[src/stable_argsort_assert.svh]
// Assertion macros for the stable argsort block.
`ifndef STABLE_ARGSORT_ASSERT_SVH
`define STABLE_ARGSORT_ASSERT_SVH
`ifndef SYNTHESIS
`define SA_ASSERT_IMPL(label, clk, rst, ante, cons) \
  label: assert property (@(posedge clk) disable iff (rst) (ante) |-> (cons)) \
    else $error("assertion failed");
`define SA_ASSERT_NEXT(label, clk, rst, ante, cons) \
  label: assert property (@(posedge clk) disable iff (rst) (ante) |=> (cons)) \
    else $error("assertion failed");
`else
`define SA_ASSERT_IMPL(label, clk, rst, ante, cons)
`define SA_ASSERT_NEXT(label, clk, rst, ante, cons)
`endif
`endif

[src/sa_pkg.sv]
//------------------------------------------------------------------------------
// sa_pkg: shared types and constants
// Defaults and the state encoding of the stable argsort block.
//------------------------------------------------------------------------------
`default_nettype none
package sa_pkg;
  localparam int MaxItemsDefault = 64;
  localparam int KeyWidth = 32;
  localparam int PosWidth = 6;

  typedef enum logic [1:0] {
    ST_LOAD,
    ST_DRAIN
  } state_t;

  // Total order over IEEE bit patterns as an unsigned value.
  function automatic logic [KeyWidth-1:0] order_value(input logic [KeyWidth-1:0] bits);
    order_value = bits[KeyWidth-1] ? ~bits : (bits ^ {1'b1, {(KeyWidth-1){1'b0}}});
  endfunction
endpackage
`default_nettype wire

[src/sa_cell.sv]
//------------------------------------------------------------------------------
// sa_cell: one slot of the insertion chain
// Holds one key with its position; in load mode it keeps, takes the new key,
// or takes its left neighbor's entry; in drain mode it shifts toward the head.
//------------------------------------------------------------------------------
`default_nettype none
module sa_cell (
  input  wire logic                        clk,
  input  wire logic                        rst,
  input  wire logic                        clear,
  input  wire logic                        ins,
  input  wire logic                        drain,
  input  wire logic [sa_pkg::KeyWidth-1:0] new_ord,
  input  wire logic [sa_pkg::PosWidth-1:0] new_pos,
  input  wire logic                        prev_gt,
  input  wire logic                        prev_full,
  input  wire logic [sa_pkg::KeyWidth-1:0] prev_ord,
  input  wire logic [sa_pkg::PosWidth-1:0] prev_pos,
  input  wire logic                        next_full,
  input  wire logic [sa_pkg::KeyWidth-1:0] next_ord,
  input  wire logic [sa_pkg::PosWidth-1:0] next_pos,
  output logic                             full,
  output logic                             gt,
  output logic [sa_pkg::KeyWidth-1:0]      ord,
  output logic [sa_pkg::PosWidth-1:0]      pos
);
  import sa_pkg::*;
  // A full cell whose key is strictly above the new one must move right.
  assign gt = full && (ord > new_ord);

  always_ff @(posedge clk) begin
    if (rst || clear) begin
      full <= 1'b0;
    end else if (drain) begin
      full <= next_full;
    end else if (ins && (gt || !full)) begin
      // An empty cell fills only when its left neighbor holds an entry.
      full <= prev_full;
    end
    if (drain) begin
      ord <= next_ord;
      pos <= next_pos;
    end else if (ins && (gt || !full)) begin
      if (prev_gt) begin
        ord <= prev_ord;
        pos <= prev_pos;
      end else if (gt || (!full && prev_full)) begin
        ord <= new_ord;
        pos <= new_pos;
      end
    end
  end
endmodule
`default_nettype wire

[config.mk]
export PLATFORM = sky130hd
export DESIGN_NAME = sa_cell
export DESIGN_NICKNAME = d
export VERILOG_FILES = /design/src/stable_argsort_assert.svh /design/src/sa_pkg.sv /design/src/sa_cell.sv
export SDC_FILE = /design/constraint.sdc
export NUM_CORES = 1
export LEC_CHECK = 0
export BUFFER_PORTS_ARGS = -buffer_cell sky130_fd_sc_hd__buf_2
export CORE_ASPECT_RATIO = 1.75
export CORE_MARGIN = 2
export CORE_UTILIZATION = 46
export CTS_BUF_LIST = sky130_fd_sc_hd__clkbuf_8
export DETAILED_ROUTE_END_ITERATION = 10
export PLACE_DENSITY = 0.86
export SLEW_MARGIN = 20
export SYNTH_ARGS = -nofsm -noshare
export SYNTH_HDL_FRONTEND = slang
export SYNTH_SLANG_ARGS = --single-unit
[constraint.sdc]
create_clock -name clk -period 5.9 [get_ports clk]
set_clock_uncertainty 0.05 [all_clocks]
set_input_delay 0.295 -clock clk [delete_from_list [all_inputs] [get_ports clk]]
set_output_delay 0.295 -clock clk [all_outputs]
set_load 0.02 [all_outputs]
==> key figures <==
Logic synthesis
  – Synth Register Bits: 39
  – Synth top area share: 40.2%
  – Cells after Synth: 294
  – Cell accounting for the most synthesized area: edfxtp_1
  – Post-synth EDFFs: 38
  – Synth top area cells: edfxtp_1 (40%), ha_1 (14%), mux2i_1 (14%)
  – Post-synthesis sequential area ratio: 41.0%
  – Mapped Nets: 448
  – Fraction of registers with async set or reset after synthesis: 0%
  – Synth cell count leaders: nand2_1 (43), mux2i_1 (39), o21ai_0 (39), edfxtp_1 (38), inv_1 (34)
  – Most used DFF post-synth: edfxtp_1
  – Post-Syn Area: about 0.0028 mm^2
  – Warnings, synthesis: 0
  – Syn_area_per_cell: between 9 and 10 um^2
  – Post-synthesis cell type count: 30
  – Count leader, synth: nand2_1

Drt
  – Vias per cell: 5.16
  – DR vias: 2730
  – Pre-antenna DRT Iters: 4
  – Routed Antenna Nets: 0
  – DR DRC count: 0
  – DRT iter0 DRCs: 137
  – Drt total wl: approximately 7500 um
  – Per-cell routed wire length: 14.1 um

Clock tree
  – Clock sink total: 39
  – Cts hold-fix bufs: 0
  – CTS buffer count: 5
  – H-tree levels: 2
  – Post_cts resized: 0
  – Clk_lat worst skew: 0.28 ns
  – Clock-pin slew on the worst setup and hold paths: 0.07 ns
  – TritonCTS clock tree: yes
  – Root Driver: clkbuf_8
  – CTS max path bufs: 2
  – Post-CTS Repair Setup Buffers: 0

GRT
  – GRT met2 Usage: 43.2%
  – Number of global-route vias before repair: 2710
  – GR Layer Usage met3: between 2 and 3%
  – Initial antenna violation count: 0
  – Gr usage total: 21.3%
  – Most used routing layer: met2
  – First-pass GRT wire length: about 11000 um
  – Overflow after GRT: 0
  – GRT met1 Usage: ~21%
  – Pin count of the biggest net entering global routing: 81

Die
  – Total I/O pin count: 162
  – Initial core utilization: 47.8%
  – Core ar.: 0.00593 mm^2
  – Row cnt: 37
  – Die W: 63.3 um
  – Die Y: between 100 and 150 um
  – Die area: 0.00683 mm^2

Job
  – Max-capacitance violation count: 0

Timing
  – Worst-Margin Slew: 0.656 ns
  – Aggregate negative setup slack: 0 ns
  – Final hold violations: 0
  – Min Hold Slack: around 0.22 ns
  – RSZ-0062 raised after global routing: false
  – Fmax: 373 MHz
  – Final setup vio count: 0
  – Max-slew headroom: 56.3%
  – Setup WS post-layout: 3.22 ns
  – Slew Viols, Final: 0
  – Final min period: 2.68 ns
  – Final period utilization: 45.5%

Setup path
  – Max FO, Critical Path: 3
  – CP Buf/Inv Count: 1
  – Crit-path most repeated cell: o21ai_1
  – CP delay by family, top: compound AO/OA/AOI/OAI gates
  – Origin of the critical flop-to-flop path: ord[27]
  – FF-to-FF End: ord[8]
  – CP max stage delay: ~0.42 ns
  – Required time worst endpoint: 5.56 ns
  – CP startpoint: ord[18]
  – Worst EP arrival: 2.34 ns
  – Element type at the critical path start: register
  – Setup CP Type: register to primary output
  – CP Capture Type: primary output
  – Worst-path cell chain: ha_1 -> a41oi_1 -> o21ai_1 -> a211oi_1 -> o21ai_1 -> nor4_2 -> nor3_1 -> buf_2
  – Reg2Reg Depth: 7
  – Reg2reg setup slack: around 3.2 ns
  – Worst path slowest cell: edfxtp_1

Min path
  – Worst hold path endpoint: full
  – HP Start: rst
  – Class of the worst hold path: input port to register
  – Hold Path Depth: 3

Power and ir drop
  – VDD IR max: 0.165 mV
  – P_int: between 500 and 600 uW
  – Switching power: 241 uW
  – Lkg Pwr: 2.00 nW
  – Sequential share of power: 44.8%
  – Sw Share: approximately 31%
  – Clock power share: about 24%
  – Combinational share of power: between 30% and 40%
  – Pwr Density: around 210 mW/mm^2

Placed design
  – Number of port buffers: 161
  – Setup WS pre-CTS: approximately 3.2 ns
  – Hpwl dp: between 6000 and 7000 um
  – Area after DPL: 0.00371 mm^2
  – Placer Congestion: 0.786

Layout
  – Layout cells sized above 1: 38.8%
  – Final #Nets: approximately 600
  – Fin area: roughly 0.0038 mm^2
  – P&R area growth vs syn: 34.4%
  – ANT cells: 0

Run status
  – Outcome: finished, final reports clean
-- worst max-delay path by stage --
stage,to,slack (ns),cells after the start
finish,gt,3.22,8
global route,gt,3.03,8
CTS,gt,3.19,7
detailed placement,ord[8],3.21,9
global placement,ord[4],3.29,9
floorplan,ord[0],0.96,7
-- tightest hold or removal path, stage by stage --
cell,delay (ns)
buf_2,0.07
nor3_1,0.04
o31a_1,0.09
-- area by class of cell --
type	instances	area, um^2
Clock buffer	7	96.3
Tap cell	78	97.6
Fill cell	529	2120
Clock inverter	1	3.75
Timing Repair Buffer	163	823
Multi-Input combinational cell	207	1500
Sequential cell	39	1160
Inverter	34	128
-- per-stage QoR --
step / util (%) / cells / total power [mW]
after floorplan: - / 294 / 0.503
after global placement: 62.6 / 521 / 0.593
after detailed placement: 62.6 / 521 / 0.604
after CTS: 64.3 / 529 / 0.797
after global routing: 64.3 / 529 / 0.835
final: 64.3 / 529 / 0.787
-- placed cells by master (no fill, tap or decap) --
cell type and count:
a21oi_2 2, clkbuf_8 7, a221o_1 1, o21a_1 1, a41oi_1 1, edfxtp_1 38, nand4_1 6, ha_1 32
nand4_2 1, a21o_1 2, o31ai_4 1, mux2i_1 39, a21oi_1 11, o31a_1 1, nor3_1 4, nor4_1 2
buf_4 3, nor2_1 5, o21ai_1 3, inv_1 35, buf_2 160, o221a_1 1, o21ai_0 39, a211oi_1 3
nand2_1 43, nand3_1 6, and4_1 1, nor4_2 1, nor3b_1 1, dfxtp_1 1
-- flip-flops by register name (all words and copies together), names as in the netlist --
signal and flops:
full 1, pos 6, ord 32
-- layer usage --
layer | wire (um) | vias to the layer above | part of all wire, %
met5 | 0 | - | 0
met3 | 287 | 10 | 3.8
met1 | 2560 | 1259 | 34
li1 | - | 1372 | -
met4 | 131 | 0 | 1.8
met2 | 4480 | 89 | 60
-- power by group through the flow --
stage	logic (mW)	clock network, mW	registers, mW
finish	0.243	0.192	0.353
CTS	0.246	0.198	0.353
global route	0.269	0.211	0.356
detailed placement	0.245	0	0.359
floorplan	0.108	0	0.395
global placement	0.236	0	0.357
-- kinds of logic (layout without fill, tap and decap cells) --
kind of cell / after synthesis / count (layout) / share of synthesized area, %
AOI/OAI and AO/OA: 66 / 66 / 13.2
muxes: 39 / 39 / 13.8
and+or+nand+nor: 70 / 70 / 11.3
adders and majority gates: 32 / 32 / 14.1
buffers and inverters: 48 / 205 / 6.62
DFF: 39 / 39 / 41.0
Power figures use the tool's default switching activity.
